`config.mk`:
```
export PLATFORM = sky130hd
export DESIGN_NAME = rfdt_ctrl
export DESIGN_NICKNAME = d
export VERILOG_FILES = /design/src/hdl/rfdt_pkg.sv /design/src/hdl/rfdt_ctrl.sv
export SDC_FILE = /design/constraint.sdc
export NUM_CORES = 1
export LEC_CHECK = 0
export ABC_AREA = 1
export ABC_CLOCK_PERIOD_IN_PS = 1100
export BUFFER_PORTS_ARGS = -buffer_cell sky130_fd_sc_hd__buf_2
export CORE_AREA = 4 4 41 43
export DETAILED_ROUTE_END_ITERATION = 7
export DIE_AREA = 0 0 45 47
export PLACE_DENSITY = 0.48
export SYNTH_ARGS = -nofsm -noshare
export SYNTH_HDL_FRONTEND = slang
export SYNTH_SLANG_ARGS = --single-unit
```
`constraint.sdc`:
```
create_clock -name clk -period 1.1 [get_ports clk]
set_input_delay 0.22 -clock clk [delete_from_list [all_inputs] [get_ports clk]]
set_output_delay 0.22 -clock clk [all_outputs]
set_load 0.02 [all_outputs]
```
`src/hdl/rfdt_pkg.sv`:
```
package rfdt_pkg;

	localparam int TableDepth = 1024;
	localparam int IdxW = $clog2(TableDepth);
	localparam int CntW = IdxW + 1;
	localparam int MaxLen = 32;
	localparam int LenSteps = 33;
	localparam int Buckets = LenSteps * LenSteps * 4;
	localparam int BktW = 13;
	localparam int BcntW = 16;
	localparam int DistW = 11;
	localparam int EntryW = 32 + 6 + 32 + 6 + 32 + 32 + 16;

	// controller to datapath
	typedef struct packed {
		logic load;
		logic clr_step;
		logic bkt_rd;
		logic bkt_wr;
		logic scan_rd;
		logic scan_cmp;
		logic commit;
		logic out_load;
	} rfdt_cmd_t;

	// datapath to controller
	typedef struct packed {
		logic clr_done;
		logic scan_last;
		logic scan_empty;
	} rfdt_sts_t;

	// clamp a 6-bit length to 32
	function automatic logic [5:0] clamp_len(input logic [5:0] v);
		return (v > 6'(MaxLen)) ? 6'(MaxLen) : v;
	endfunction

	// prefix compare with equal lengths required
	function automatic logic prefix_match(input logic [31:0] a_addr, input logic [5:0] a_len,
			input logic [31:0] b_addr, input logic [5:0] b_len);
		logic [31:0] mask;
		mask = (a_len == 6'd0) ? 32'd0 : (32'hFFFF_FFFF << (6'd32 - a_len));
		return (a_len == b_len) && ((a_addr & mask) == (b_addr & mask));
	endfunction

endpackage

```
`src/hdl/rfdt_ctrl.sv`:
```
module rfdt_ctrl (
	input  logic              clk,
	input  logic              arst_n,
	input  logic              in_valid,
	output logic              in_ready,
	output logic              out_valid,
	input  logic              out_ready,
	input  rfdt_pkg::rfdt_sts_t sts,
	output rfdt_pkg::rfdt_cmd_t cmd
);

	typedef enum logic [2:0] {
		CLEAR, IDLE, BKT, SCAN, CMP_LAST, COMMIT
	} state_t;

	state_t state_q;
	logic   out_valid_q;

	// output register frees when taken
	logic out_free;
	assign out_free = !out_valid_q || out_ready;
	assign in_ready = (state_q == IDLE);
	assign out_valid = out_valid_q;

	always_comb begin
		cmd = '0;
		unique case (state_q)
			CLEAR: cmd.clr_step = 1'b1;
			IDLE: cmd.load = in_valid;
			BKT: begin
				cmd.bkt_rd = 1'b1;
				cmd.scan_rd = 1'b1;
			end
			SCAN: begin
				cmd.scan_rd = 1'b1;
				cmd.scan_cmp = 1'b1;
			end
			CMP_LAST: cmd.scan_cmp = 1'b1;
			COMMIT: begin
				cmd.bkt_wr = out_free;
				cmd.commit = out_free;
				cmd.out_load = out_free;
			end
			default: cmd = '0;
		endcase
	end

	always_ff @(posedge clk or negedge arst_n) begin
		if (!arst_n) begin
			state_q <= CLEAR;
			out_valid_q <= 1'b0;
		end else begin
			// result beat loads on commit, drops when taken
			if (state_q == COMMIT && out_free)
				out_valid_q <= 1'b1;
			else if (out_ready)
				out_valid_q <= 1'b0;
			unique case (state_q)
				CLEAR: if (sts.clr_done) state_q <= IDLE;
				IDLE: if (in_valid) state_q <= BKT;
				BKT: state_q <= sts.scan_empty ? CMP_LAST : (sts.scan_last ? CMP_LAST : SCAN);
				SCAN: if (sts.scan_last) state_q <= CMP_LAST;
				CMP_LAST: state_q <= COMMIT;
				COMMIT: if (out_free) state_q <= IDLE;
				default: state_q <= IDLE;
			endcase
		end
	end

endmodule

```
==> impl_metrics.yaml, run 1 <==
floorplan:
  initial_core_util_pct: 24.2
  die_h_um: 47
  row_count: 13
  dieArea_sq_um: 2120
  io_pins: 17
  core_sq_um: 1300
  die_x_um: 45
cells_and_area:
  final_layout_size_suffix_gt1_share_pct: 57.9
  nFillCells: 133
  areaGrowthSynthToFinish_pct: 93.7
  nets: 85
  n_antenna_cell: 0
yosys:
  synthCells: 51
  syn_nets: 58
  synth_seq_cells: 4
  netlist_area_sq_um: 315
  ys_seq_area_share_pct: 31.7
  ys_types: 13
  yosys_warnings: 0
  avgSynthCellArea_sq_um: 6.18
power_and_ir_drop:
  power.leakage_nw: 0.327
  ir_drop_mv: 1.04
  powerDensity_nw_per_um2: 2650
  power_mw: 1.62
grt:
  grt_use_total_pct: 10.1
  grt_max_degree: 7
  grt_pass1_vias: 362
  antenna_found_initial: 0
  overflow: 0
  grt_pass1_wl_um: 1510
timing:
  drv_slew: 0
  max_freq_mhz: 717
  min_period_over_period_pct: 127
  period_needed_ps: 1390
  finClkSkew_ps: 0.313
  worstMarginPinSlew_ps: 207
  slew_headroom_pct: 86.2
  finalHoldViolations: 0
  tns_ps: -2580
  setup_ws_ps: -294
  setup_viol: 12
  rsz0062_at_grt: "yes"
detailed_routing:
  routed_via_density: 4.18
  wirelength_um: 857
  wl_per_cell_um: 9.42
  drtPass1Iterations: 4
  vias: 380
  drtIter0Drc: 8
  ant_nets: 0
  drc: 0
place:
  io_buffers: 16
  dpl.hpwl_um: 641
  gp_congestion: 0.704
clocking:
  cts_sinks: 4
  clock_latency_ps: 230
  clock-root-buffer: "clkbuf_4"
  cts_buffer_depth: 2
  htree_levels: 1
  path_clk_slew_ps: 40
  cts_buffers: 3
  cts_tree: "done"
status:
  violations: "negative setup slack"
  status: "finished with violations"
run:
  maxCapViolCount: 0
setup_path:
  required_ps: 880
  cp_max_fo: 3
  crit_arrival_ps: 1170
  end_kind: "output pin"
  start_kind: "flip-flop"
  path_class: "flip-flop to output pin"
hold_path:
  hp-class: "input port to async pin"
-- layout by cell type (no fill, tap or decap), drive strengths merged --
cell	instances
a21oi	1
dfrtp	4
buf	24
o21ai	1
inv	9
nor2	10
nand2	16
nand3	5
clkbuf	3
nor3	2
dlygate4sd3	1
-- Yosys cell counts --
library cell  number  area (sq um)
nor2_1             7          26.3
dfrtp_1            4           100
nor3_2             1          10.0
buf_4              2          15.0
buf_6              1          11.3
nand3_1            5          25.0
inv_2              1          3.75
nor2_2             3          18.8
a21oi_1            1          5.00
o21ai_0            1          5.00
nand2_1           16          60.1
nor3_1             1          5.00
inv_1              8          30.0
-- metrics by stage --
stage	cell area, sq um	std cells	worst slack [ps]	util [%]	hold WS [ps]
floorplan	363	51	-83.3	-	-75.6
global placement	465	84	-113	35.8	29.0
detailed placement	465	84	-94.9	35.8	28.8
CTS	569	90	-283	43.8	317
global route	611	91	-364	46.9	340
finish	611	91	-294	46.9	327
-- timing repair --
| item | 4_1_cts | 5_1_grt |
|---|---|---|
| setup buffers | 2 | 2 |
| hold endpoints to repair | 4 | 0 |
| hold buffers | 1 | 0 |
| resized for setup | 16 | 9 |
| endpoints found under the setup margin | 12 | 12 |
| pin swaps | 1 | 4 |
-- layer usage --
metal  wire length, um  GRT usage, %  part of all wire, %
met1               365          12.0                   43
met4                 0          7.02                    0
met5                 0             0                    0
met3                30          2.30                  3.5
met2               462          16.1                   54
-- state kept, by name (all words and copies together) (netlist names) --
name       cells
out_valid      1
state_q        3
-- path summary, 6_finish.rpt --
kind,from,to,slack [ps],cells past startpoint
min,arst_n,state_q[1]$_DFFE_PN0P_,330,2
min in group clk,sts[0],state_q[1]$_DFFE_PN0P_,360,6
max,state_q[1]$_DFFE_PN0P_,cmd[5],-290,4
max in group asynchronous,arst_n,state_q[2]$_DFFE_PN0P_,650,2
max reg2reg,state_q[0]$_DFFE_PN0P_,state_q[0]$_DFFE_PN0P_,-90,6
min reg2reg,out_valid$_DFFE_PN0P_,out_valid$_DFFE_PN0P_,630,2
-- cell type report --
type	count	area (sq um)	area share [%]
tap	15	18.8	3.07
multi-input combinational	35	238	38.9
timing repair buffer	25	195	32.0
sequential	4	103	16.8
clock buffer	3	22.5	3.69
inverter	9	33.8	5.53
-- report_power, final --
group	total (mW)	internal, mW	switching (mW)	leakage, nW
sequential	0.318	0.218	0.0999	0.0490
clock	0.176	0.122	0.0544	0.0138
combinational	1.12	0.481	0.641	0.265
-- cells by family after synthesis --
family,after synthesis,synth area share [%]
AO/OA/AOI/OAI,2,3.17
buffers and inverters,12,19.0
flip-flops,4,31.7
AND/OR/NAND/NOR,33,46.0
-- critical path, stage by stage, from the launching register on --
cell and delay [ps]:
dfrtp_1 390, inv_2 80, buf_6 130, nor3_4 190, buf_6 140
Power figures use the tool's default switching activity.
==> run 2: changes to the inputs <==
--- a/config.mk
+++ b/config.mk
@@ -11,7 +11,7 @@
 export CORE_AREA = 4 4 41 43
 export DETAILED_ROUTE_END_ITERATION = 7
 export DIE_AREA = 0 0 45 47
-export PLACE_DENSITY = 0.48
+export PLACE_DENSITY = 0.54
 export SYNTH_ARGS = -nofsm -noshare
 export SYNTH_HDL_FRONTEND = slang
 export SYNTH_SLANG_ARGS = --single-unit
==> run 2 against run 1 <==
Effect of this change: final cell count did not move; clock power fell by 4%; sequential power fell by 4%; worst hold slack got worse by 60 ps; the run still ends with negative setup slack left; design area rose by 0.61%; clock skew rose by 3.6 ps; die area did not move; core utilization rose by 0.29 points; largest power group unchanged; register-to-register slack got worse by 30 ps.
==> impl_metrics.yaml, run 2 (synthesis gave the netlist of run 1 again) <==
status:
  status: "finished with violations"
  violations: "negative setup slack"
setup_path:
  reg2regPathDepth: 7
  crit_end: "cmd[5]"
  worstReg2RegStart: "state_q[0]$_DFFE_PN0P_"
  cp_max_fo: 6
  path_class: "flip-flop to output pin"
  r2r_slack_ps: -120
  cp-startpoint: "state_q[0]$_DFFE_PN0P_"
  end_kind: "output pin"
  crit_arrival_ps: 1170
  timing.rr.end: "state_q[1]$_DFFE_PN0P_"
  required_ps: 880
  start_kind: "flip-flop"
grt:
  grt_max_degree: 7
  grt_use_total_pct: 8.82
  grt_pass1_wl_um: 1360
  grt_pass1_vias: 334
  overflow: 0
  antenna_found_initial: 0
power_and_ir_drop:
  p_int_uw: 853
  p_sw_uw: 805
  power.leakage_nw: 0.329
  ir_drop_mv: 1.19
  powerDensity_nw_per_um2: 2700
  seq_power_share_pct: 18.3
  sw_frac_of_total_pct: 48.6
  combPwrFrac_pct: 71.5
  p_clk_share_pct: 10.2
cells_and_area:
  largest_register: "state_q"
  mostFrequentLayoutCells: "nand2_1 (14), buf_2 (10), buf_6 (9), inv_1 (7)"
  seqCellArea_sq_um: 101
  nets: 85
  layout_commonest_cell: "nand2_1"
  fin_cells: 91
  multiInputGateArea_sq_um: 239
  nFillCells: 132
  finish.instance_area_sq_um: 614
  largest_register_ffs: 3
  n_antenna_cell: 0
  areaGrowthSynthToFinish_pct: 94.8
  final_layout_size_suffix_gt1_share_pct: 59.2
place:
  gp_congestion: 0.822
  placed_area_sq_um: 458
  dp.cells: 83
  dpl.hpwl_um: 629
  io_buffers: 16
floorplan:
  die_h_um: 47
  die_x_um: 45
  core_sq_um: 1300
  dieArea_sq_um: 2120
  row_count: 13
  initial_core_util_pct: 24.2
  io_pins: 17
clocking:
  cts_sinks: 4
  clock-root-buffer: "clkbuf_4"
  htree_levels: 1
  cts_buffers: 3
  path_clk_slew_ps: 30
  clock_latency_ps: 230
  cts_tree: "done"
  cts_buffer_depth: 2
timing:
  setup_ws_ps: -287
  worst_hold_slack_ps: 266
  finalHoldViolations: 0
  drv_slew: 0
  rsz0062_at_grt: "yes"
  finClkSkew_ps: 3.91
  setup_viol: 12
  slew_headroom_pct: 87.8
  max_freq_mhz: 721
  worstMarginPinSlew_ps: 182
  min_period_over_period_pct: 126
  period_needed_ps: 1390
run:
  maxCapViolCount: 0
detailed_routing:
  drtPass1Iterations: 4
  routed_via_density: 4.36
  wirelength_um: 861
  vias: 397
  drtIter0Drc: 3
  drc: 0
  wl_per_cell_um: 9.46
  ant_nets: 0
hold_path:
  hp-class: "input port to flip-flop"
  min_from: "sts[1]"
==> run 2: cell types whose count changed in the layout (fill, tap and decap cells not counted) <==
cell / previous run / this run
nor2_4: 4 / 5
nor2_1: 4 / 3
dfrtp_1: 2 / 3
nand2_1: 16 / 14
buf_4: 6 / 5
buf_6: 8 / 9
nand3_2: 2 / 1
nor3_2: 0 / 1
dfrtp_2: 2 / 1
nand2_2: 0 / 2
nor3_4: 2 / 1
nand3_1: 2 / 3
==> run 2: timing repair <==
action | in CTS | in global routing
hold buffers | 1 | 0
endpoints found under the setup margin | 12 | 12
pin swaps | 5 | 2
buffers inserted | 3 | 1
gates resized for setup | 17 | 10
endpoints found under the hold margin | 4 | 0
==> run 2: power groups by stage <==
stage | clock (mW) | sequential, mW | combinational [mW]
floorplan | 0 | 0.307 | 0.625
global placement | 0 | 0.299 | 0.877
CTS | 0.181 | 0.301 | 1.08
detailed placement | 0 | 0.300 | 0.871
global route | 0.195 | 0.316 | 1.29
finish | 0.169 | 0.304 | 1.18
==> run 2: worst min path at each step <==
stage	to	slack [ps]	depth (start not counted)
after floorplan	out_valid$_DFFE_PN0P_	-80	0
after global placement	out_valid$_DFFE_PN0P_	30	1
after detailed placement	out_valid$_DFFE_PN0P_	30	1
after CTS	state_q[1]$_DFFE_PN0P_	260	4
after global routing	state_q[1]$_DFFE_PN0P_	270	4
final	state_q[1]$_DFFE_PN0P_	270	4
==> run 2: layout make-up <==
type                            count  share of cell area (%)
Multi-Input combinational cell     35                    38.9
Inverter                            9                    5.50
Sequential cell                     4                    16.5
Timing Repair Buffer               25                    32.4
Tap cell                           15                    3.05
Clock buffer                        3                    3.67
==> run 2: worst max-delay path, cell delays in order, from the launching register on <==
cell,delay [ps]
dfrtp_2,440
buf_4,160
nor3_4,200
buf_6,140
==> run 2: metal layers <==
metal	up-vias	share of wire (%)	track usage, %
li1	207	-	-
met1	186	39	9.72
met2	4	58	15.0
met3	0	3.1	3.83
met4	0	0	3.51
met5	-	0	0
==> run 2: through the flow <==
stage / utilization [%] / power (mW) / worst slack (ps) / setup TNS [ps]
6_report: 47.2 / 1.66 / -287 / -2510
5_1_grt: 47.2 / 1.80 / -345 / -3370
4_1_cts: 43.7 / 1.56 / -276 / -2510
3_5_place_dp: 35.2 / 1.17 / -112 / -702
3_3_place_gp: 35.2 / 1.18 / -102 / -655
2_1_floorplan: - / 0.933 / -83.3 / -311
==> run 3: changes to the inputs <==
--- a/config.mk
+++ b/config.mk
@@ -9,6 +9,7 @@
 export ABC_CLOCK_PERIOD_IN_PS = 1100
 export BUFFER_PORTS_ARGS = -buffer_cell sky130_fd_sc_hd__buf_2
 export CORE_AREA = 4 4 41 43
+export CTS_BUF_LIST = sky130_fd_sc_hd__clkbuf_4 sky130_fd_sc_hd__clkbuf_8
 export DETAILED_ROUTE_END_ITERATION = 7
 export DIE_AREA = 0 0 45 47
 export PLACE_DENSITY = 0.54
==> constraint.sdc (replaced) <==
create_clock -name clk -period 1.1 [get_ports clk]
set_input_delay 0.22 -clock clk [delete_from_list [all_inputs] [get_ports clk]]
set_output_delay 0.22 -clock clk [all_outputs]
set_load 0.1 [all_outputs]
==> run 3 against run 2 <==
Effect of this change: the flow still finishes with violations (negative setup slack); global-route usage rose by 2.0 points; fmax fell by 9.5%; sequential share of layout area fell by 3.5 points; final cell count rose by 3.3%; core utilization rose by 16 points; critical path type unchanged.
==> impl_metrics.yaml, run 3 (synthesis gave the netlist of run 1 again) <==
status:
  status: "finished with violations"
  violations: "negative setup slack"
cells_and_area:
  largest_register: "state_q"
  largest_register_ffs: 3
  layout_commonest_cell: "nand2_1"
  areaGrowthSynthToFinish_pct: 160
  final_layout_size_suffix_gt1_share_pct: 70.9
  finish.instance_area_sq_um: 820
  nets: 87
  n_antenna_cell: 0
  mostFrequentLayoutCells: "nand2_1 (13), buf_12 (10), nor2_4 (7), buf_6 (7), buf_2 (6)"
detailed_routing:
  drtPass1Iterations: 5
  vias: 420
  drtIter0Drc: 5
  drc: 0
  wirelength_um: 998
  wl_per_cell_um: 10.6
  routed_via_density: 4.47
  ant_nets: 0
clocking:
  cts_buffer_depth: 2
  path_clk_slew_ps: 50
  cts_buffers: 3
  cts_sinks: 4
  htree_levels: 1
  cts_tree: "done"
  clock-root-buffer: "clkbuf_4"
  clock_latency_ps: 250
setup_path:
  path_class: "flip-flop to output pin"
  r2r_slack_ps: -190
  end_kind: "output pin"
  worstReg2RegStart: "state_q[0]$_DFFE_PN0P_"
  required_ps: 880
  crit_arrival_ps: 1310
  timing.rr.end: "state_q[0]$_DFFE_PN0P_"
  start_kind: "flip-flop"
  cp_max_fo: 7
  reg2regPathDepth: 8
grt:
  grt_pass1_wl_um: 1640
  grt_max_degree: 8
  overflow: 0
  grt_use_total_pct: 10.8
  grt_pass1_vias: 407
  antenna_found_initial: 0
hold_path:
  min_from: "sts[1]"
  min_path_cells: 4
  hold_end: "state_q[1]$_DFFE_PN0P_"
  hp-class: "input port to flip-flop"
timing:
  setup_viol: 13
  finalHoldViolations: 0
  period_needed_ps: 1530
  tns_ps: -4080
  max_freq_mhz: 653
  slew_headroom_pct: 83.3
  finClkSkew_ps: 16.1
  drv_slew: 0
  min_period_over_period_pct: 139
  rsz0062_at_grt: "yes"
  setup_ws_ps: -432
  worstMarginPinSlew_ps: 249
floorplan:
  io_pins: 17
  core_sq_um: 1300
  die_x_um: 45
  dieArea_sq_um: 2120
  row_count: 13
  die_h_um: 47
  initial_core_util_pct: 24.2
place:
  placed_area_sq_um: 662
  io_buffers: 16
  gp_congestion: 0.770
  place_ws_ps: -180
  dpl.hpwl_um: 699
run:
  maxCapViolCount: 0
==> run 3: area by class of cell <==
type                    instances  area [sq um]
clock buffers                   4          30.0
fillers                       112           482
well taps                      15          18.8
repair buffers                 27           342
flip-flops and latches          4           106
multi-input cells              35           279
inverters                       9          43.8
==> run 3: layer usage <==
layer / track usage [%] / share of wire (%) / vias up
li1: - / - / 212
met1: 10.1 / 33 / 193
met2: 21.5 / 57 / 15
met3: 4.21 / 9.6 / 0
met4: 3.51 / 0 / 0
met5: 0 / 0 / -
==> run 3: metrics by stage <==
step / hold WS, ps / std cells / utilization, %
floorplan: -75.6 / 51 / -
global placement: 25.7 / 84 / 50.9
detailed placement: 26.2 / 84 / 50.9
CTS: 270 / 94 / 62.3
global route: 289 / 94 / 63.0
finish: 265 / 94 / 63.0
==> run 3: critical path, stage by stage, from the launching register on <==
cell and delay, ps:
dfrtp_2 490, nand3_4 120, a21oi_4 240, buf_12 210
==> run 3: how the worst max path moves through the flow <==
| stage | start | depth (start not counted) | slack, ps | to |
|---|---|---|---|---|
| floorplan | out_valid$_DFFE_PN0P_ | 2 | -700 | cmd[1] |
| global placement | state_q[1]$_DFFE_PN0P_ | 4 | -160 | cmd[0] |
| detailed placement | state_q[1]$_DFFE_PN0P_ | 4 | -180 | cmd[1] |
| CTS | state_q[0]$_DFFE_PN0P_ | 3 | -420 | cmd[1] |
| global route | state_q[0]$_DFFE_PN0P_ | 3 | -480 | cmd[4] |
| finish | state_q[0]$_DFFE_PN0P_ | 3 | -430 | cmd[0] |
==> run 3: what timing repair did <==
action                                 in CTS  in global routing
gates resized for setup                    18                  2
endpoints found under the hold margin       4                  0
hold buffers                                1                  0
setup endpoints to repair                  13                 13
pin swaps                                   7                  6
buffers inserted                            5                  0
Power of run 3 is left out: the tool's default activity adds up to more than one toggle a clock period on the data nets, which glitch-free logic cannot reach.
